**src/rtl/spvm_pkg.sv**
```systemverilog
// ----------------------------------------------------------------------------
// spvm_pkg
// Shared types and constants for the sample playback voice mixer.
// ----------------------------------------------------------------------------
package spvm_pkg;

  localparam int VOICE_COUNT        = 8;
  localparam int VOICE_W            = 3;
  localparam int SAMPLE_WORDS       = 65536;
  localparam int ADDR_W             = 16;
  localparam int GAIN_FRACTION_BITS = 14;
  localparam int ACC_W              = 40;

  typedef enum logic [1:0] {
    OP_WRITE_SAMPLE = 2'd0,
    OP_SET_VOICE    = 2'd1,
    OP_TICK         = 2'd2,
    OP_NONE         = 2'd3
  } op_t;

  typedef enum logic [2:0] {
    ST_IDLE,
    ST_STEP,
    ST_READ_L,
    ST_MAC_L,
    ST_MAC_R,
    ST_NEXT,
    ST_DONE
  } state_t;

  // Control from the sequencer to the multiply-accumulate unit
  typedef struct packed {
    logic clear;
    logic acc_l;
    logic acc_r;
  } mac_ctrl_t;

endpackage

```
**src/rtl/spvm_mac.sv**
```systemverilog
// ----------------------------------------------------------------------------
// spvm_mac
// Shared 16x16 multiplier with left and right accumulators, final shift and
// saturation.
// ----------------------------------------------------------------------------
module spvm_mac (
  input  logic                       clk,
  input  spvm_pkg::mac_ctrl_t        ctrl,
  input  logic signed [15:0]         sample,
  input  logic [15:0]                gain,
  output logic signed [15:0]         left_sat,
  output logic signed [15:0]         right_sat,
  output logic                       clip
);

  logic signed [spvm_pkg::ACC_W-1:0] acc_l_r, acc_l_nxt;
  logic signed [spvm_pkg::ACC_W-1:0] acc_r_r, acc_r_nxt;
  logic signed [32:0]                prod;
  logic signed [spvm_pkg::ACC_W-1:0] sh_l, sh_r;
  logic                              cl_l, cl_r;

  assign prod = 33'(sample) * $signed({1'b0, gain});

  always_comb begin
    acc_l_nxt = acc_l_r;
    acc_r_nxt = acc_r_r;
    if (ctrl.clear) begin
      acc_l_nxt = '0;
      acc_r_nxt = '0;
    end else if (ctrl.acc_l) begin
      acc_l_nxt = acc_l_r + spvm_pkg::ACC_W'(prod);
    end else if (ctrl.acc_r) begin
      acc_r_nxt = acc_r_r + spvm_pkg::ACC_W'(prod);
    end
  end

  always_ff @(posedge clk) begin
    acc_l_r <= acc_l_nxt;
    acc_r_r <= acc_r_nxt;
  end

  // arithmetic shift rounds toward minus infinity
  assign sh_l = acc_l_r >>> spvm_pkg::GAIN_FRACTION_BITS;
  assign sh_r = acc_r_r >>> spvm_pkg::GAIN_FRACTION_BITS;

  always_comb begin
    cl_l = 1'b0;
    cl_r = 1'b0;
    left_sat  = sh_l[15:0];
    right_sat = sh_r[15:0];
    if (sh_l > 40'sd32767) begin
      left_sat = 16'sh7fff; cl_l = 1'b1;
    end else if (sh_l < -40'sd32768) begin
      left_sat = 16'sh8000; cl_l = 1'b1;
    end
    if (sh_r > 40'sd32767) begin
      right_sat = 16'sh7fff; cl_r = 1'b1;
    end else if (sh_r < -40'sd32768) begin
      right_sat = 16'sh8000; cl_r = 1'b1;
    end
    clip = cl_l | cl_r;
  end

endmodule

```
**config.mk**
```make
export PLATFORM = sky130hd
export DESIGN_NAME = spvm_mac
export DESIGN_NICKNAME = d
export VERILOG_FILES = /design/src/rtl/spvm_pkg.sv /design/src/rtl/spvm_mac.sv
export SDC_FILE = /design/constraint.sdc
export NUM_CORES = 1
export LEC_CHECK = 0
export BUFFER_PORTS_ARGS = -buffer_cell sky130_fd_sc_hd__buf_2
export CORE_MARGIN = 2
export CORE_UTILIZATION = 40
export CTS_CLUSTER_SIZE = 10
export DETAILED_ROUTE_END_ITERATION = 8
export PLACE_DENSITY = 0.56
export SLEW_MARGIN = 20
export SYNTH_ARGS = -nofsm -noshare
export SYNTH_HDL_FRONTEND = slang
export SYNTH_SLANG_ARGS = --single-unit
```
**constraint.sdc**
```tcl
create_clock -name clk -period 8.7 [get_ports clk]
set_clock_uncertainty 0.2 [all_clocks]
set_input_delay 0.435 -clock clk [delete_from_list [all_inputs] [get_ports clk]]
set_output_delay 0.435 -clock clk [all_outputs]
set_load 0.01 [all_outputs]
```
Word level (Yosys, flattened, before mapping):

Index checks and enable logic that the tools add are counted.

* add/subtract/negate cells: 2
* multipliers: 1
* magnitude comparators: 4
* multiplexer cells: 8
* bitwise operators: 2
* reductions and logical operators: 1

Operator list (number)
* $add A40 B33 Y40: 2
* $mux W16: 4
* $gt A26 B16 Y1 const B: 2
* $lt A26 B16 Y1 const B: 2
* $mul A16 B17 Y33: 1
* $mux W1: 4
* $reduce_and A2 Y1: 1
* $not A1 Y1: 1
* $or A1 B1 Y1: 1

* flip-flop bits (word level): 80
* output and inout port bits: 33

Depth between registers and ports, before layout:

Gate-level depths: netlist of the first run.

* depth in word-level cells: 4
* gate-level depth with buffers: 35
* depth with buffers taken out: 34

Worst setup path after synthesis of the first run:

OpenSTA, ideal clock, no wires.

* path type: in2reg
* start: input port sample[12]
* end: register acc_l_r[39] (netlist name)
* arrival: 8212 ps
* required time: 8377 ps
* path slack: 164 ps
* cell stages on the path: 28
* path through: clkbuf_1 -> nand2_1 -> fa_1 -> inv_1 -> fa_1 -> fa_1 -> fa_1 -> fa_1 -> inv_1 -> fa_1 -> inv_1 -> ha_1 -> a21oi_1 -> o21ai_1 -> o41a_1 -> a41oi_1 -> a21oi_1 -> a211oi_1 -> a211oi_1 -> xnor2_1 -> ha_1 -> a21o_1 -> a21o_1 -> a221oi_1 -> a21boi_1 -> o211ai_1 -> mux2i_1 -> mux2_1

* cells in the longest elaborated chain, start to end: 2

RTL lines
* from (decl): RTL line spvm_mac.sv:9 `input logic signed [15:0] sample,`
* $mul A16 B17 Y33: RTL line spvm_mac.sv:22 `assign prod = 33'(sample) * $signed({1'b0, gain});`
* $add A40 B33 Y40: RTL line spvm_mac.sv:31 `acc_l_nxt = acc_l_r + spvm_pkg::ACC_W'(prod);`
* to (signal assigned): RTL line spvm_mac.sv:38 `acc_l_r <= acc_l_nxt;`
* to (decl): RTL line spvm_mac.sv:16 `logic signed [spvm_pkg::ACC_W-1:0] acc_l_r, acc_l_nxt;`

No other way between the ends.
A chain may end at the register's enable or synchronous reset.

Final worst setup path of the first run:

* start: input port gain[11]
* end: register acc_l_r[32] (netlist name)

* cells in the longest elaborated chain, start to end: 2

RTL lines
* from (decl): RTL line spvm_mac.sv:10 `input logic [15:0] gain,`
* $mul A16 B17 Y33: RTL line spvm_mac.sv:22
* $add A40 B33 Y40: RTL line spvm_mac.sv:31

No other way between the ends.

==> results of run 1 <==
==> metal layers <==
metal	share of wire [%]	GRT usage [%]	wire, µm	vias up
met5	0	0	0	-
met2	51	35.2	21000	201
met1	45	26.5	18400	6651
met4	1.6	4.19	652	0
li1	-	-	-	6695
met3	3.0	2.45	1230	42
==> state kept, by name, indices dropped and copies added (netlist names) <==
name and count:
acc_r_r 40, acc_l_r 40
==> per-stage QoR <==
stage / TNS (ns) / worst slack, ns / util (%) / std cells / hold slack (ns)
CTS: 0 / 0.230 / 45.2 / 2601 / 0.262
detailed placement: -0.215 / -0.107 / 44.5 / 2585 / 0.252
floorplan: 0 / 0.164 / - / 1956 / 0.236
finish: 0 / 0.372 / 45.4 / 2601 / 0.261
global placement: 0 / 0.0595 / 44.5 / 2585 / 0.245
global route: -0.213 / -0.0922 / 45.4 / 2601 / 0.278
==> cells in the final DEF, fill, tap and decap left out, types with 43 or more instances in the layout <==
master	count
o21ai_0	43
buf_4	110
xnor2_1	62
dfxtp_1	80
buf_2	68
inv_1	259
a21oi_1	122
nand2_1	252
and2_1	122
ha_1	206
fa_1	196
nor2_1	100
a21o_1	62
==> kinds of logic (layout without fill, tap and decap cells) <==
group / Yosys count / in the layout / synth area share (%)
AO/OA/AOI/OAI: 386 / 386 / 15.9
multiplexers: 34 / 34 / 2.12
adder cells (fa/ha/maj): 402 / 402 / 40.3
AND/OR/NAND/NOR: 624 / 624 / 18.7
buffers and inverters: 335 / 455 / 7.83
XOR/XNOR: 95 / 95 / 5.24
flip-flops: 80 / 80 / 9.92
==> area by class of cell <==
type                       count  area [µm²]
clock inverter                 4        52.6
timing repair buffer         179        1190
fill                        4073       21700
multi-input combinational   1541       13300
inverter                     260         976
sequential                    80        1600
tap                          525         657
clock buffer                  12         256
==> worst max-delay path, delay by kind of cell <==
family / cells / cell delay, ns
compound gates: 12 / 2.64
xor+xnor: 1 / 0.29
fa+ha+maj: 8 / 3.64
buf+inv: 8 / 0.79
simple gates: 3 / 0.55
==> path summary, 6_finish.rpt <==
path,cells past startpoint,from,to
setup / recovery,32,gain[11],acc_l_r[32]$_SDFFE_PP0P_
hold / removal,2,acc_r_r[7]$_SDFFE_PP0P_,acc_r_r[7]$_SDFFE_PP0P_
setup reg to reg,12,acc_l_r[0]$_SDFFE_PP0P_,acc_l_r[32]$_SDFFE_PP0P_
hold reg to reg,2,acc_r_r[7]$_SDFFE_PP0P_,acc_r_r[7]$_SDFFE_PP0P_
==> what timing repair did <==
item                                    4_1_cts  5_1_grt
endpoints found under the setup margin        0       16
setup buffers                                 0        0
resized for setup                             0       15
==> summary.txt, run 1 <==
Detailed Route Iter0 Violations: 662
CTS Root Cell: clkbuf_16
Antenna fix cells: 0
Crit path kind: input pin to flip-flop
Area contributors post-synth: fa_1, ha_1, dfxtp_1
Final wirelength: 41400 µm
Vias in the first global route: 13300
Netlist cell types: 73
Die H: 205 µm
Most frequent cell after synthesis: inv_1
Tot GR Track Use: 20.1%
Design Area, Final: 0.0181 mm²
Post-synthesis sequential element count: 80
Layout Nets: 2509
H-tree Lvls: 3
Area Overhead vs Synth: 12.0%
Global route overflow: 0
Antenna violations before repair: 0
Die X: 205 µm
Hold Buf Count CTS: 0
Crit-path max cell delay: 0.55 ns
Max Slew Vio Count: 0
WP data arrival: 8.37 ns
Drt pass-1 iters: 5
R2R Setup Slk: 4.93 ns
Critical path peak fanout: 6
Initial Utilization: 40.5%
Fmax: 120 MHz
IO Pins: 69
Clk sink count: 80
Setup crit start kind: input pin
Synth area leader: fa_1
Routed vias: 13600
Worst hold path class: flip-flop to flip-flop
Vias per Instance: 5.22
Gpl congestion: 0.877
Port Buf Inserts: 68
Share of the synthesized area in the top cell type: 24.3%
Crit path required time: 8.74 ns
Largest net degree at the start of global routing: 91
Clock Path Buffers: 2
Tmin final: 8.33 ns
TritonCTS Buffers: 9
Final Hold Vio Count: 0
Finish-stage setup viols: 0
Most used DFF post-synth: dfxtp_1
Top cell by count, worst path: fa_1
Crit share post-route: 95.7%
First-pass GRT wire length: 67900 µm
Status: completed
Synth Cell Area: 0.0161 mm²
Final ANT Viol Nets: 0
Hpwl dp: 34200 µm
Crit path max-delay cell type: fa_1
Sequential-to-total area share from yosys stat: 9.92%
Routed WL per cell: 15.9 µm
Yosys warnings: 0
Mean Syn Cell Area: 8.25 µm²
Worst setup EP type: flip-flop
CTS tree: yes
Max-cap violations: 0
Async SR Flop Fraction: 0%
Number of flops mapped to enable cells by yosys: 0
Max_slew headroom: 32.7%
Worst Tran Pin Value: 1.01 ns
Post-DP Area: 0.0177 mm²
FP Rows: 73
CORE AREA: 0.0398 mm²
Post-synth top cells: inv_1, nand2_1, ha_1, fa_1
Clock Latency Late Sink: 0.35 ns
Syn Inst Count: 1956
DIE AREA: 0.0420 mm²
Syn nets: 2394
Layout cells sized above 1: 11.0%
Clock transition at path regs: 0.07 ns
Post-route DRC: 0
Power of run 1 is left out: the tool's default activity adds up to more than one toggle a clock period on the data nets, which glitch-free logic cannot reach.
==> inputs of run 2 (changes only) <==
BUFFER_PORTS_ARGS = -buffer_cell sky130_fd_sc_hd__buf_4   (was -buffer_cell sky130_fd_sc_hd__buf_2)
==> run 2 against run 1 <==
Effect of this change: non-clock buffer count down 21; first-iteration DRC count down 4.8%; clock-buffer cell count unchanged; critical endpoint is now acc_l_r[39]$_SDFFE_PP0P_; highest routed layer unchanged.
==> summary.txt, run 2 (synthesis results as in run 1) <==
CTS Root Cell: clkbuf_16
Commonest non-fill, non-tap cell in the layout: inv_1
Port Buf Inserts: 68 (unchanged)
Crit share post-route: 95.5% (-0.25 points)
Crit-path max cell delay: 0.54 ns (about the same)
Global route overflow: 0 (unchanged)
Largest net degree at the start of global routing: 91 (unchanged)
First-pass GRT wire length: 68500 µm (+0.84%)
Gpl congestion: 0.885 (+0.94%)
Clk sink count: 80 (unchanged)
Die H: 205 µm (unchanged)
Layout Nets: 2488 (-0.84%)
CTS tree: yes
Final Util: 45.4% (about the same)
Routed WL per cell: 16.2 µm (+1.9%)
Drt pass-1 iters: 5 (unchanged)
Final wirelength: 41800 µm (+1.1%)
Routed vias: 13600 (+0.22%)
Antenna fix cells: 0 (unchanged)
Worst setup EP type: flip-flop
Crit path required time: 8.76 ns (+0.02 ns)
Commonest cells after routing, fill and taps aside: inv_1, nand2_1, ha_1
Vias per Instance: 5.28 (+1.0%)
Crit path kind: input pin to flip-flop
IO Pins: 69 (unchanged)
Clock Latency Late Sink: 0.37 ns (+0.02 ns)
Hold Buf Count CTS: 0 (unchanged)
FP Rows: 73 (unchanged)
Worst hold path class: flip-flop to flip-flop
H-tree Lvls: 3 (unchanged)
Antenna violations before repair: 0 (unchanged)
Final ANT Viol Nets: 0 (unchanged)
Status: completed
Top cell by count, worst path: fa_1
Max Slew Vio Count: 0 (unchanged)
Regs by FF count: acc_l_r: 40 flops, acc_r_r: 40 flops
Clock Path Buffers: 2 (unchanged)
Max-cap violations: 0 (unchanged)
Die X: 205 µm (unchanged)
Tot GR Track Use: 20.4% (+0.36 points)
Detailed Route Iter0 Violations: 630 (-4.8%)
Layout cells sized above 1: 10.1% (-0.91 points)
Area Overhead vs Synth: 12.1% (about the same)
Crit path max-delay cell type: fa_1
Cell Count Post-Placement: 2563 (-0.85%)
Finish-stage setup viols: 0 (unchanged)
Final Hold Vio Count: 0 (unchanged)
Clock transition at path regs: 0.06 ns (about the same)
CORE AREA: 0.0398 mm² (unchanged)
Critical path peak fanout: 12 (+6)
TritonCTS Buffers: 9 (unchanged)
Setup crit start kind: input pin
Tmin final: 8.31 ns (-0.0214 ns)
Hpwl dp: 33800 µm (-1.3%)
Worst Tran Pin Value: 1.05 ns (+0.0366 ns)
Post-Layout Cell Count: 2580 (-0.81%)
Max_slew headroom: 29.9% (-2.9 points)
Post-route DRC: 0 (unchanged)
Fmax: 120 MHz (+0.26%)
DIE AREA: 0.0420 mm² (unchanged)
WP data arrival: 8.36 ns (about the same)
Initial Utilization: 40.5% (unchanged)
Vias in the first global route: 13300 (+0.030%)
[run 2: what timing repair did]
action                                  4_1_cts  5_1_grt
endpoints found under the setup margin        0       13
hold endpoints to repair                      0        0
setup buffers                                 0        1
resized for setup                             0       17
[run 2: worst max-delay path: cells and delay by family]
family | cells | cell delay [ns]
XOR/XNOR | 1 | 0.14
AND/OR/NAND/NOR | 5 | 1.09
AO/OA/AOI/OAI | 8 | 1.49
adder cells (fa/ha/maj) | 8 | 3.93
buffers and inverters | 8 | 0.78
multiplexers | 2 | 0.51
[run 2: stage by stage]
stage / hold slack [ns] / cell area (µm²) / setup WS (ns) / setup TNS (ns)
2_1_floorplan: 0.236 / 16100 / 0.164 / 0
3_3_place_gp: 0.243 / 17700 / -0.0692 / -0.0823
3_5_place_dp: 0.250 / 17700 / -0.100 / -0.254
4_1_cts: 0.260 / 18000 / 0.269 / 0
5_1_grt: 0.271 / 18100 / -0.00131 / -0.00162
6_report: 0.259 / 18100 / 0.394 / 0
[run 2: cell type report]
type,count,area (µm²)
inverter,260,976
sequential,80,1600
multi-input combinational,1541,13300
tap,525,657
clock buffer,12,256
fill,4032,21700
clock inverter,4,76.3
timing repair buffer,158,1190
[run 2: path summary, 6_finish.rpt]
check	to	cells past startpoint	slack (ns)	from
max reg2reg	acc_l_r[32]$_SDFFE_PP0P_	13	5.01	acc_l_r[0]$_SDFFE_PP0P_
min reg2reg	acc_r_r[5]$_SDFFE_PP0P_	2	0.26	acc_r_r[5]$_SDFFE_PP0P_
min	acc_r_r[5]$_SDFFE_PP0P_	2	0.26	acc_r_r[5]$_SDFFE_PP0P_
max	acc_l_r[39]$_SDFFE_PP0P_	32	0.39	gain[3]
[run 2: routing by layer]
metal  vias up  track usage (%)  part of all wire, %
met5         -                0                    0
met4         0             5.32                  2.1
met3        65             2.62                  3.1
met2       205             35.5                   51
met1      6683             26.7                   44
li1       6666                -                    -
Power of run 2 is left out for the same reason.
==> inputs of run 3 (changes only) <==
CELL_PAD_IN_SITES_DETAIL_PLACEMENT = 0   (was not set)
CELL_PAD_IN_SITES_GLOBAL_PLACEMENT = 1   (was not set)
PLACE_DENSITY = 0.7   (was 0.56)
==> run 3 against run 2 <==
Effect of this change: worst hold slack gained 0.00080 ns; cell count shrank 0.50%; via count shrank 1.9%; non-clock buffer count shrank 13; maximum frequency grew 0.58%; cell area shrank 0.57%; register-to-register slack lost 0.02 ns; utilization shrank 0.26 points; die area is the same; first-iteration DRC count shrank 13%; largest cell class unchanged.
==> summary.txt, run 3 (synthesis results as in run 1) <==
Status: completed
Layout fillers: 4056 (+0.60%)
Initial Utilization: 40.5% (unchanged)
Tot GR Track Use: 19.9% (-0.55 points)
Register Area: 0.00160 mm² (unchanged)
Area Overhead vs Synth: 11.5%
Die H: 205 µm (unchanged)
CTS tree: yes
Worst Tran Pin Value: 0.976 ns (-0.0702 ns)
Max Slew Vio Count: 0 (unchanged)
Post-CTS Repair Setup Buffers: 0 (unchanged)
Hold Buf Count CTS: 0 (unchanged)
Final Hold Vio Count: 0 (unchanged)
Clock transition at path regs: 0.07 ns (about the same)
Crit path kind: input pin to flip-flop
Layout cells sized above 1: 9.65% (-0.47 points)
TritonCTS Buffers: 9 (unchanged)
Layout Nets: 2475 (-0.52%)
Routed vias: 13400 (-1.9%)
Max-cap violations: 0 (unchanged)
Worst hold path class: flip-flop to flip-flop
Drt pass-1 iters: 5 (unchanged)
Crit path required time: 8.79 ns (+0.03 ns)
Antenna fix cells: 0 (unchanged)
Clock Latency Late Sink: 0.37 ns (about the same)
Clock Path Buffers: 2 (unchanged)
WP data arrival: 8.35 ns (about the same)
Global route overflow: 0 (unchanged)
Worst setup EP type: flip-flop
Post-cts resize count: 0 (unchanged)
Tmin final: 8.26 ns (-0.0481 ns)
Post-route DRC: 0 (unchanged)
Largest net degree at the start of global routing: 91 (unchanged)
Regs by FF count: acc_l_r: 40 flops, acc_r_r: 40 flops
Routed WL per cell: 16.0 µm (-1.4%)
Setup crit start kind: input pin
H-tree Lvls: 3 (unchanged)
Crit-path max cell delay: 0.54 ns (about the same)
FP Rows: 73 (unchanged)
Port Buf Inserts: 68 (unchanged)
Critical path peak fanout: 11 (-1)
Vias in the first global route: 12900 (-3.1%)
Hpwl dp: 34000 µm (+0.71%)
CTS Root Cell: clkbuf_16
First-pass GRT wire length: 66700 µm (-2.6%)
Crit share post-route: 94.9% (-0.55 points)
Max_slew headroom: 35.0% (+5.1 points)
Final ANT Viol Nets: 0 (unchanged)
DIE AREA: 0.0420 mm² (unchanged)
CORE AREA: 0.0398 mm² (unchanged)
Vias per Instance: 5.21 (-1.4%)
Crit path max-delay cell type: fa_1
Commonest cells after routing, fill and taps aside: inv_1, nand2_1, ha_1
Gpl congestion: 0.880 (-0.51%)
Area of the multi-input gates: 0.0134 mm² (+0.13%)
Final wirelength: 41000 µm (-1.9%)
Die X: 205 µm (unchanged)
Detailed Route Iter0 Violations: 547 (-13%)
Antenna violations before repair: 0 (unchanged)
Commonest non-fill, non-tap cell in the layout: inv_1
Clk sink count: 80 (unchanged)
IO Pins: 69 (unchanged)
Top cell by count, worst path: fa_1
Finish-stage setup viols: 0 (unchanged)
Final Util: 45.2% (-0.26 points)
Fmax: 121 MHz (+0.58%)
[run 3: cell types whose count changed in the layout (fill, tap and decap cells not counted), moves of 2 or more]
cell       change
a2111oi_1      -2
a21boi_1       -2
buf_4         -14
clkbuf_8       -2
inv_6          +2
o21ai_0        +3
o21ai_1        -2
[run 3: layout make-up]
type | count | share of cell area (%)
multi-input combinational | 1541 | 74.3
inverter | 260 | 5.43
clock inverter | 6 | 0.376
sequential | 80 | 8.90
tap | 525 | 3.65
clock buffer | 10 | 1.27
timing repair buffer | 145 | 6.12
[run 3: per-stage QoR]
stage | hold slack, ns | TNS (ns) | setup slack (ns) | cells | instance area (µm²)
6_report | 0.259 | 0 | 0.442 | 2567 | 18000
5_1_grt | 0.289 | -0.0121 | -0.0121 | 2567 | 18000
4_1_cts | 0.264 | 0 | 0.291 | 2567 | 17900
3_5_place_dp | 0.254 | -0.197 | -0.0879 | 2551 | 17600
3_3_place_gp | 0.244 | -0.0441 | -0.0244 | 2551 | 17600
2_1_floorplan | 0.236 | 0 | 0.164 | 1956 | 16100
[run 3: path summary, 6_finish.rpt]
kind                         endpoint  depth (start not counted)                startpoint  slack [ns]
max          acc_l_r[33]$_SDFFE_PP0P_                         31                   gain[4]        0.44
min          acc_r_r[10]$_SDFFE_PP0P_                          2  acc_r_r[10]$_SDFFE_PP0P_        0.26
max reg2reg  acc_r_r[36]$_SDFFE_PP0P_                         12   acc_r_r[0]$_SDFFE_PP0P_        4.99
min reg2reg  acc_r_r[10]$_SDFFE_PP0P_                          2  acc_r_r[10]$_SDFFE_PP0P_        0.26
[run 3: metal layers]
layer,share of wire (%),vias to the layer above,routed length [µm],GRT usage [%]
met3,2.3,42,927,2.40
met5,0,-,0,0
met1,45,6544,18500,26.3
met4,1.4,0,559,3.73
li1,-,6629,-,-
met2,51,147,21100,35.0
[run 3: worst max-delay path: cells and delay by family]
| kind | cells | cell delay, ns |
|---|---|---|
| AO/OA/AOI/OAI | 7 | 1.58 |
| AND/OR/NAND/NOR | 7 | 1.39 |
| XOR/XNOR | 1 | 0.15 |
| buffers and inverters | 7 | 0.70 |
| multiplexers | 1 | 0.35 |
| adder cells (fa/ha/maj) | 8 | 3.75 |
Power of run 3 is left out for the same reason.
